==> src/pxa_pkg.sv <==
// Shared types and constants for the pixel stack arithmetic block.
// Used by pxa_div and pixel_stack_arithmetic_core; no dependencies.
`default_nettype none

package pxa_pkg;

  localparam int PIX_W          = 16;
  localparam int MAX_IMAGES_DEF = 256;

  typedef enum logic [1:0] {
    FN_SUM  = 2'd0,
    FN_MEAN = 2'd1,
    FN_SUB  = 2'd2,
    FN_DIV  = 2'd3
  } func_t;

  // Request from the core to the serial divider.
  typedef struct packed {
    logic start;
    logic neg;
  } pxa_div_req_t;

  // Finished, signed and saturated quotient.
  typedef struct packed {
    logic                    done;
    logic signed [PIX_W-1:0] quo;
  } pxa_div_rsp_t;

endpackage

`default_nettype wire

==> src/pixel_stack_arithmetic_core.sv <==
// Top level of the pixel stack arithmetic block: stacking accumulator,
// subtract path and output register. Depends on pxa_pkg and pxa_div.
`default_nettype none

// Per-pixel arithmetic on signed 16-bit words, chosen per word by func.
// Sum and mean words that are not marked last are added in the accept cycle
// and the next word is taken in the following cycle. Subtract and the last
// sum word go to the emit state, which loads the output register and
// raises out_valid once that register is free. Mean and divide go through
// a restoring divider that yields one quotient bit per cycle for SUM_W bits,
// SUM_W being 16 + clog2(MAX_IMAGES + 1), and then through the emit state.
// A new word is taken once the previous result has moved into the output
// register; that register holds its word until out_ready, and a further
// result then waits in the emit state, stalling the input side. Stacked words
// past MAX_IMAGES are dropped, and dividing by zero gives 0.
module pixel_stack_arithmetic_core import pxa_pkg::*; #(
  parameter int MAX_IMAGES = MAX_IMAGES_DEF
) (
  input  wire logic                    clk,
  input  wire logic                    rst,
  input  wire logic                    in_valid,
  output logic                         in_ready,
  input  wire logic [1:0]              func,
  input  wire logic signed [PIX_W-1:0] pixel_a,
  input  wire logic signed [PIX_W-1:0] pixel_b,
  input  wire logic                    last,
  output logic                         out_valid,
  input  wire logic                    out_ready,
  output logic signed [PIX_W-1:0]      pixel_out
);

  localparam int CNT_W = $clog2(MAX_IMAGES + 1);
  localparam int SUM_W = PIX_W + CNT_W;
  localparam int DEN_W = (CNT_W > PIX_W) ? CNT_W : PIX_W;

  typedef enum logic [1:0] {S_IDLE, S_DIV, S_EMIT} state_t;

  state_t                  state;
  logic signed [SUM_W-1:0] running_sum;
  logic [CNT_W-1:0]        image_count;
  logic signed [PIX_W-1:0] pending;

  func_t                   fn;
  logic                    in_fire;
  logic                    room;
  logic signed [SUM_W-1:0] sum_next;
  logic [CNT_W-1:0]        count_next;
  logic [SUM_W-1:0]        sum_mag;
  logic [PIX_W-1:0]        sum_sat;
  logic signed [PIX_W:0]   diff;
  logic [PIX_W-1:0]        diff_sat;
  logic [PIX_W:0]          a_ext;
  logic [PIX_W:0]          b_ext;
  logic [PIX_W:0]          a_mag;
  logic [PIX_W:0]          b_mag;
  logic [SUM_W-1:0]        num;
  logic [DEN_W-1:0]        den;
  pxa_div_req_t            req;
  pxa_div_rsp_t            rsp;

  assign in_ready = (state == S_IDLE);
  assign in_fire  = in_valid && in_ready;
  assign fn       = func_t'(func);

  always_comb begin
    room       = (image_count < CNT_W'(MAX_IMAGES));
    sum_next   = running_sum;
    count_next = image_count;
    if (room) begin
      sum_next   = running_sum + {{(SUM_W-PIX_W){pixel_a[PIX_W-1]}}, pixel_a};
      count_next = image_count + 1'b1;
    end
    sum_mag = sum_next[SUM_W-1] ? (~sum_next + 1'b1) : sum_next;

    // The sum fits in 16 bits when all bits above bit 14 agree.
    if (sum_next[SUM_W-1:PIX_W-1] == '0 || sum_next[SUM_W-1:PIX_W-1] == '1) begin
      sum_sat = sum_next[PIX_W-1:0];
    end else begin
      sum_sat = sum_next[SUM_W-1] ? 16'h8000 : 16'h7FFF;
    end

    diff = {pixel_a[PIX_W-1], pixel_a} - {pixel_b[PIX_W-1], pixel_b};
    if (diff[PIX_W] == diff[PIX_W-1]) begin
      diff_sat = diff[PIX_W-1:0];
    end else begin
      diff_sat = diff[PIX_W] ? 16'h8000 : 16'h7FFF;
    end

    a_ext = {pixel_a[PIX_W-1], pixel_a};
    b_ext = {pixel_b[PIX_W-1], pixel_b};
    a_mag = pixel_a[PIX_W-1] ? (~a_ext + 1'b1) : a_ext;
    b_mag = pixel_b[PIX_W-1] ? (~b_ext + 1'b1) : b_ext;

    if (fn == FN_DIV) begin
      num     = SUM_W'(a_mag);
      den     = DEN_W'(b_mag[PIX_W-1:0]);
      req.neg = pixel_a[PIX_W-1] ^ pixel_b[PIX_W-1];
    end else begin
      num     = sum_mag;
      den     = DEN_W'(count_next);
      req.neg = sum_next[SUM_W-1];
    end
    req.start = in_fire && ((fn == FN_DIV) || (fn == FN_MEAN && last));
  end

  pxa_div #(
    .NUM_W (SUM_W),
    .DEN_W (DEN_W)
  ) u_div (
    .clk (clk),
    .rst (rst),
    .req (req),
    .num (num),
    .den (den),
    .rsp (rsp)
  );

  always_ff @(posedge clk) begin
    if (rst) begin
      state       <= S_IDLE;
      running_sum <= '0;
      image_count <= '0;
      out_valid   <= 1'b0;
    end else begin
      // In the emit state the output register is reloaded below instead.
      if (out_ready && state != S_EMIT) begin
        out_valid <= 1'b0;
      end
      unique case (state)
        S_IDLE: begin
          if (in_fire) begin
            unique case (fn) inside
              FN_SUB: begin
                pending <= diff_sat;
                state   <= S_EMIT;
              end
              FN_DIV: begin
                state <= S_DIV;
              end
              FN_SUM, FN_MEAN: begin
                if (last) begin
                  running_sum <= '0;
                  image_count <= '0;
                  pending     <= sum_sat;
                  state       <= (fn == FN_SUM) ? S_EMIT : S_DIV;
                end else begin
                  running_sum <= sum_next;
                  image_count <= count_next;
                end
              end
              default: begin
                state <= S_IDLE;
              end
            endcase
          end
        end
        S_DIV: begin
          if (rsp.done) begin
            pending <= rsp.quo;
            state   <= S_EMIT;
          end
        end
        S_EMIT: begin
          if (!out_valid || out_ready) begin
            out_valid <= 1'b1;
            pixel_out <= pending;
            state     <= S_IDLE;
          end
        end
        default: begin
          state <= S_IDLE;
        end
      endcase
    end
  end

  a_done_in_div: assert property (@(posedge clk) disable iff (rst)
    rsp.done |-> state == S_DIV)
    else $error("divider finished outside the divide state");

  a_count_bound: assert property (@(posedge clk) disable iff (rst)
    image_count <= CNT_W'(MAX_IMAGES))
    else $error("image count above the stack limit");

  a_emit_waits: assert property (@(posedge clk) disable iff (rst)
    state == S_EMIT && out_valid && !out_ready |=> state == S_EMIT)
    else $error("pending result overwrote an untaken output word");

  a_sub_emits: assert property (@(posedge clk) disable iff (rst)
    in_fire && fn == FN_SUB |=> state == S_EMIT)
    else $error("subtract word did not go straight to the output stage");

endmodule

`default_nettype wire

==> src/pxa_div.sv <==
// Bit-serial restoring divider with sign fix-up and 16-bit saturation.
// Depends on pxa_pkg.
`default_nettype none

module pxa_div import pxa_pkg::*; #(
  parameter int NUM_W = 25,
  parameter int DEN_W = 16
) (
  input  wire logic             clk,
  input  wire logic             rst,
  input  wire pxa_div_req_t     req,
  input  wire logic [NUM_W-1:0] num,
  input  wire logic [DEN_W-1:0] den,
  output pxa_div_rsp_t          rsp
);

  localparam int STEP_W = $clog2(NUM_W + 1);

  logic              busy;
  logic              fin;
  logic [STEP_W-1:0] steps;
  logic [NUM_W-1:0]  quo;
  logic [DEN_W-1:0]  rem;
  logic [DEN_W-1:0]  divisor;
  logic              neg;

  logic [DEN_W:0]    shifted;
  logic [DEN_W+1:0]  trial;
  logic              qbit;
  logic [DEN_W-1:0]  rem_next;
  logic [PIX_W-1:0]  sat_val;

  // One quotient bit per cycle: the dividend leaves quo at the top while
  // quotient bits enter at the bottom.
  always_comb begin
    shifted  = {rem, quo[NUM_W-1]};
    trial    = {1'b0, shifted} - {2'b00, divisor};
    qbit     = ~trial[DEN_W+1];
    rem_next = qbit ? trial[DEN_W-1:0] : shifted[DEN_W-1:0];
  end

  always_comb begin
    if (divisor == '0) begin
      sat_val = '0;
    end else if (neg) begin
      if (quo > NUM_W'(32768)) begin
        sat_val = 16'h8000;
      end else begin
        sat_val = ~quo[PIX_W-1:0] + 1'b1;
      end
    end else begin
      if (quo > NUM_W'(32767)) begin
        sat_val = 16'h7FFF;
      end else begin
        sat_val = quo[PIX_W-1:0];
      end
    end
  end

  always_ff @(posedge clk) begin
    if (rst) begin
      busy     <= 1'b0;
      fin      <= 1'b0;
      steps    <= '0;
      rsp.done <= 1'b0;
      rsp.quo  <= '0;
    end else begin
      rsp.done <= 1'b0;
      if (req.start) begin
        busy  <= 1'b1;
        steps <= STEP_W'(NUM_W);
      end else if (busy) begin
        steps <= steps - 1'b1;
        if (steps == STEP_W'(1)) begin
          busy <= 1'b0;
          fin  <= 1'b1;
        end
      end else if (fin) begin
        fin      <= 1'b0;
        rsp.done <= 1'b1;
        rsp.quo  <= sat_val;
      end
    end
  end

  always_ff @(posedge clk) begin
    if (req.start) begin
      quo     <= num;
      rem     <= '0;
      divisor <= den;
      neg     <= req.neg;
    end else if (busy) begin
      quo <= {quo[NUM_W-2:0], qbit};
      rem <= rem_next;
    end
  end

endmodule

`default_nettype wire
==> config.mk <==
export PLATFORM = sky130hd
export DESIGN_NAME = pixel_stack_arithmetic_core
export DESIGN_NICKNAME = d
export VERILOG_FILES = /design/src/pxa_pkg.sv /design/src/pixel_stack_arithmetic_core.sv /design/src/pxa_div.sv
export SDC_FILE = /design/constraint.sdc
export NUM_CORES = 1
export LEC_CHECK = 0
export BUFFER_PORTS_ARGS = -buffer_cell sky130_fd_sc_hd__clkbuf_2
export CORE_MARGIN = 2
export CORE_UTILIZATION = 25
export DETAILED_ROUTE_END_ITERATION = 10
export GPL_TIMING_DRIVEN = 0
export PLACE_DENSITY_LB_ADDON = 0.25
export SYNTH_ARGS = -nofsm -noshare
export SYNTH_HDL_FRONTEND = slang
export SYNTH_SLANG_ARGS = --single-unit
==> constraint.sdc <==
create_clock -name clk -period 3.95 [get_ports clk]
set_input_delay 0.395 -clock clk [delete_from_list [all_inputs] [get_ports clk]]
set_output_delay 0.395 -clock clk [all_outputs]
set_load 0.05 [all_outputs]
# After elaboration in Yosys (flattened, before gate mapping)
# Index checks and enable logic that the tools add are counted.
# word_totals
ff_bits	151
output_inout_bits	18
# op_classes
reduce_logical	24
order_cmp	3
bitwise_logic	9
eq_ne	15
muxes	44
n_addsub	9
# ops
cell	n
$mux W16	12
$mux W25	6
$pmux W16 S2	2
$mux W17	2
$add A16 B1 Y16 const B	2
$not A16 Y16	2
$mux W9	3
$add A25 B1 Y25 const B	1
$add A25 B25 Y25	1
$gt A25 B15 Y1 const B	1
$gt A25 B16 Y1 const B	1
$not A25 Y25	1
$sub A17 B16 Y18	1
$add A17 B1 Y17 const B	1
$not A17 Y17	1
$sub A16 B16 Y17	1
$logic_not A16 Y1	1
$mux W15	1
$pmux W2 S3	2
$eq A10 B10 Y1 const B	1
$logic_not A10 Y1	1
$mux W2	5
$mux W5	2
$add A9 B1 Y9 const B	1
24 further kinds	52

# Depth between registers and ports, before layout
# depth
ltp_word	9
ltp_mapped	15

# Cells and area by module
# A second synthesis with hierarchy kept.
# unflattened
cells_unflattened	1410
hier_area_um2	11608.6
# modules_own_cells
module	area_each_um2	cells_per_inst	n_inst
pixel_stack_arithmetic_core	7130.6	938	1
pxa_div	4478.0	472	1

# Least setup slack after synthesis
# OpenSTA, ideal clock, no wires.
# synth_path
path_type	input-to-reg
from	input pixel_a[0]
to	register pending[5] (data pin)
setup_time_ns	0.257
setup_slack_ns	0.301
arrival_time_ns	3.392
path_stages	15
cell_sequence	ha_1 -> fa_1 -> a211oi_2 -> o211ai_2 -> and3_1 -> o2111ai_1 -> a21oi_1 -> o21a_1 -> a311oi_2 -> or2_1 -> clkbuf_2 -> a32o_2 -> buf_6 -> nand2_1 -> a32o_1
# synth_between
elab_chain_len	9
word_cells_on_any_way	15
# synth_lines
element	line_no	rtl
start, declared	pixel_stack_arithmetic_core.sv:24	input wire logic signed [PIX_W-1:0] pixel_a,
$add A25 B25 Y25	pixel_stack_arithmetic_core.sv:70	sum_next = running_sum + {{(SUM_W-PIX_W){pixel_a[PIX_W-1]}}, pixel_a};
$mux W25	pixel_stack_arithmetic_core.sv:69	if (room) begin
$eq A10 B10 Y1 or $logic_not A10 Y1 (tied branches)	pixel_stack_arithmetic_core.sv:76	if (sum_next[SUM_W-1:PIX_W-1] == '0 || sum_next[SUM_W-1:PIX_W-1] == '1) begin
$logic_or A1 B1 Y1	pixel_stack_arithmetic_core.sv:76	
$mux W16	pixel_stack_arithmetic_core.sv:76	
$mux W16	pixel_stack_arithmetic_core.sv:141	if (last) begin
$pmux W16 S2 (*)	pixel_stack_arithmetic_core.sv:132	unique case (fn) inside
$mux W16 (*)	pixel_stack_arithmetic_core.sv:131	if (in_fire) begin
$pmux W16 S2 (*)	pixel_stack_arithmetic_core.sv:129	unique case (state)
end signal, assigned	pixel_stack_arithmetic_core.sv:134	pending <= diff_sat;
end signal, assigned	pixel_stack_arithmetic_core.sv:144	pending <= sum_sat;
end signal, assigned	pixel_stack_arithmetic_core.sv:159	pending <= rsp.quo;
end, declared	pixel_stack_arithmetic_core.sv:41	logic signed [PIX_W-1:0] pending;
# Mark *: on every way between the ends. The rest lies on a longest branch, timed or not. The select of a mux whose other input is x is not followed.
# A chain may end at the register's enable or synchronous reset.

# Final worst setup path
# layout_path
from	register running_sum[0]
to	register pending[8] (data pin)
# layout_between
elab_chain_len	9
word_cells_on_any_way	11
# layout_lines
element	line_no	rtl
start, declared	pixel_stack_arithmetic_core.sv:39	logic signed [SUM_W-1:0] running_sum;
start signal, assigned	pixel_stack_arithmetic_core.sv:147	running_sum <= sum_next;
$add A25 B25 Y25 (*)	pixel_stack_arithmetic_core.sv:70	
$mux W25 (*)	pixel_stack_arithmetic_core.sv:69	
$eq A10 B10 Y1 or $logic_not A10 Y1 (tied branches)	pixel_stack_arithmetic_core.sv:76	
$logic_or A1 B1 Y1	pixel_stack_arithmetic_core.sv:76	
$mux W16 (*)	pixel_stack_arithmetic_core.sv:76	
$mux W16 (*)	pixel_stack_arithmetic_core.sv:141	
$pmux W16 S2 (*)	pixel_stack_arithmetic_core.sv:132	
$mux W16 (*)	pixel_stack_arithmetic_core.sv:131	
$pmux W16 S2 (*)	pixel_stack_arithmetic_core.sv:129	
# Marked as above.

==> qor.yml <==
wl_per_cell_um: 19.3
num_rows: 76
yosysUniqueCellTypes: 88
die_y_um: 214
layout_commonest_cell: "nor2_1"
root_buffer: "clkbuf_16"
grt_usage: 0.165
outcome: "finished, final reports clean"
drtPass1Iterations: 7
grt_pass1_wl_um: 58800
cts.sinks: 151
drtIter0Drc: 842
post-route-util: 0.301
post_dp_cell_area_um2: 12100
cts_tree: "done"
skew_ps: 10.0
ys_warn_count: 0
h-tree-depth: 4
clock_path_buffers: 2
critPathCaptureType: "register"
ys_seq_area_frac: 0.341
cts_buffers: 17
synth_edf_count: 74
slew_headroom: 0.283
clock_latency_ps: 440
worstMarginPinSlew_ps: 1070
portBuffers: 54
n_antenna_cell: 0
final_cell_area_um2: 13000
path_class: "register to register"
antenna_left: 0
viasPerCell: 5.20
async_reset_ff_frac: 0
rsz0062_at_grt: "yes"
place_ws_ps: -851
dieArea_um2: 45800
nets: 1517
cp.arrival_ps: 4110
synth_area_per_cell_um2: 8.31
synthesis.area_um2: 11000
hp-class: "input port to register"
crit_required_ps: 4130
powerDensity_nw_per_um2: 413
finalMaxSlewViolations: 0
setup-violations-final: 0
clk_pin_slew_ps: 70
final_hold_viol_count: 0
wirelength_um: 38800
dpl.hpwl_um: 30600
vias: 10455
fin_tns_setup_ps: 0
core_area_um2: 43300
die_w_um: 214
antenna_found_initial: 0
grt_max_degree: 26
post_cts_hold_buffer_count: 0
layout-drive-gt1-share: 0.130
grt-ovfl-total: 0
grt_pass1_vias: 10043
mostFrequentLayoutCells: "nor2_1 (142), nand2_1 (127), a21oi_1 (124)"
synth_ff_type: "dfxtp_1"
postLayoutSetupSlackWorst_ps: 23.0
min_period_over_period: 0.994
routabilityCongestion: 0.910
start_util: 0.255
syn_inst: 1327
peakVddDrop_v: 0.000317
synth_nets: 1433
leakagePower_nw: 4.90
total_power_mw: 5.39
io_pins: 57
syn2layout_area_growth_pct: 18.3
drv_cap: 0
crit_fanout: 10
drc: 0
fin_crit_ps: 3930
max_freq_mhz: 255
synth-seq-cells: 151
start_kind: "register"
==> cells in the mapped netlist, types with 30 or more instances <==
cell type	n	area share
nand3_1	31	0.014
dfxtp_1	77	0.14
a21oi_1	128	0.058
xor2_1	34	0.027
nand2_1	128	0.044
xnor2_1	54	0.043
nor2_1	143	0.049
nor3_1	30	0.014
o21ai_0	98	0.044
clkbuf_1	49	0.017
edfxtp_1	74	0.20
inv_1	58	0.020
ha_1	64	0.073
==> state kept, by name, summed over array words and instances (netlist names) <==
name / count
u_div.busy: 1
u_div.steps: 5
pixel_out: 16
u_div.fin: 1
running_sum: 25
state: 2
u_div.rsp: 17
u_div.divisor: 16
image_count: 9
u_div.quo: 25
out_valid: 1
u_div.rem: 16
u_div.neg: 1
pending: 16
==> through the flow <==
stage / hold slack [ps] / std cells
2_1_floorplan: 400 / 1327
3_3_place_gp: 406 / 1966
3_5_place_dp: 405 / 1970
4_1_cts: 381 / 2005
5_1_grt: 426 / 2009
6_report: 404 / 2009
==> area by class of cell <==
| class | instances | area (um2) |
|---|---|---|
| tap | 585 | 732 |
| inverter | 59 | 221 |
| buffer | 64 | 279 |
| fill | 4668 | 30200 |
| clock inverter | 13 | 154 |
| multi-input combinational | 1052 | 7060 |
| timing repair buffer | 66 | 378 |
| sequential | 151 | 3760 |
| clock buffer | 19 | 454 |
==> logic make-up (layout without fill, tap and decap cells) <==
logic type,Yosys count,after routing,synth area share
AND/OR/NAND/NOR,456,456,0.198
AO/OA/AOI/OAI,426,426,0.255
flip-flops,151,151,0.341
buffers and inverters,124,221,0.0444
XOR/XNOR,88,88,0.0699
adder cells (fa/ha/maj),67,67,0.0780
multiplexers,15,15,0.0136
==> where the power goes <==
part           total [mW]  switching (mW)  internal, mW
Combinational        1.74            1.07         0.674
Clock                1.73           0.784         0.942
Sequential           1.93           0.116          1.81
==> metal layers <==
metal	wire [um]	GRT usage	part of all wire
met4	650	0.0428	0.017
met2	17600	0.265	0.45
met5	0	0	0
met1	18500	0.230	0.48
met3	2060	0.0270	0.053
==> repair_timing <==
action	4_1_cts	5_1_grt
endpoints found under the setup margin	35	52
pin swaps	6	11
buffers inserted	3	5
gates resized for setup	24	40
==> critical path, stage by stage, from the launching register on <==
cell       delay (ps)
dfxtp_2           350
ha_4              180
fa_2              400
a211oi_4          310
o211ai_2          150
and3_4            230
o2111ai_4         270
a21oi_2           130
o21a_1            230
a311oi_4          270
or2_1             150
clkbuf_4          190
a32o_2            250
buf_8             170
nand2_1            70
a32o_1            310
==> final timing paths <==
| check | from | endpoint | slack, ps | depth (start not counted) |
|---|---|---|---|---|
| worst max-delay path | running_sum[0] | pending[8] | 20 | 15 |
| worst min-delay path | pixel_b[10] | u_div.divisor[10] | 400 | 4 |
| worst max register to register | running_sum[0] | pending[8] | 20 | 15 |
| worst min register to register | pending[2] | pixel_out[2] | 420 | 0 |
Note: power is estimated with default switching activity, not from simulation.
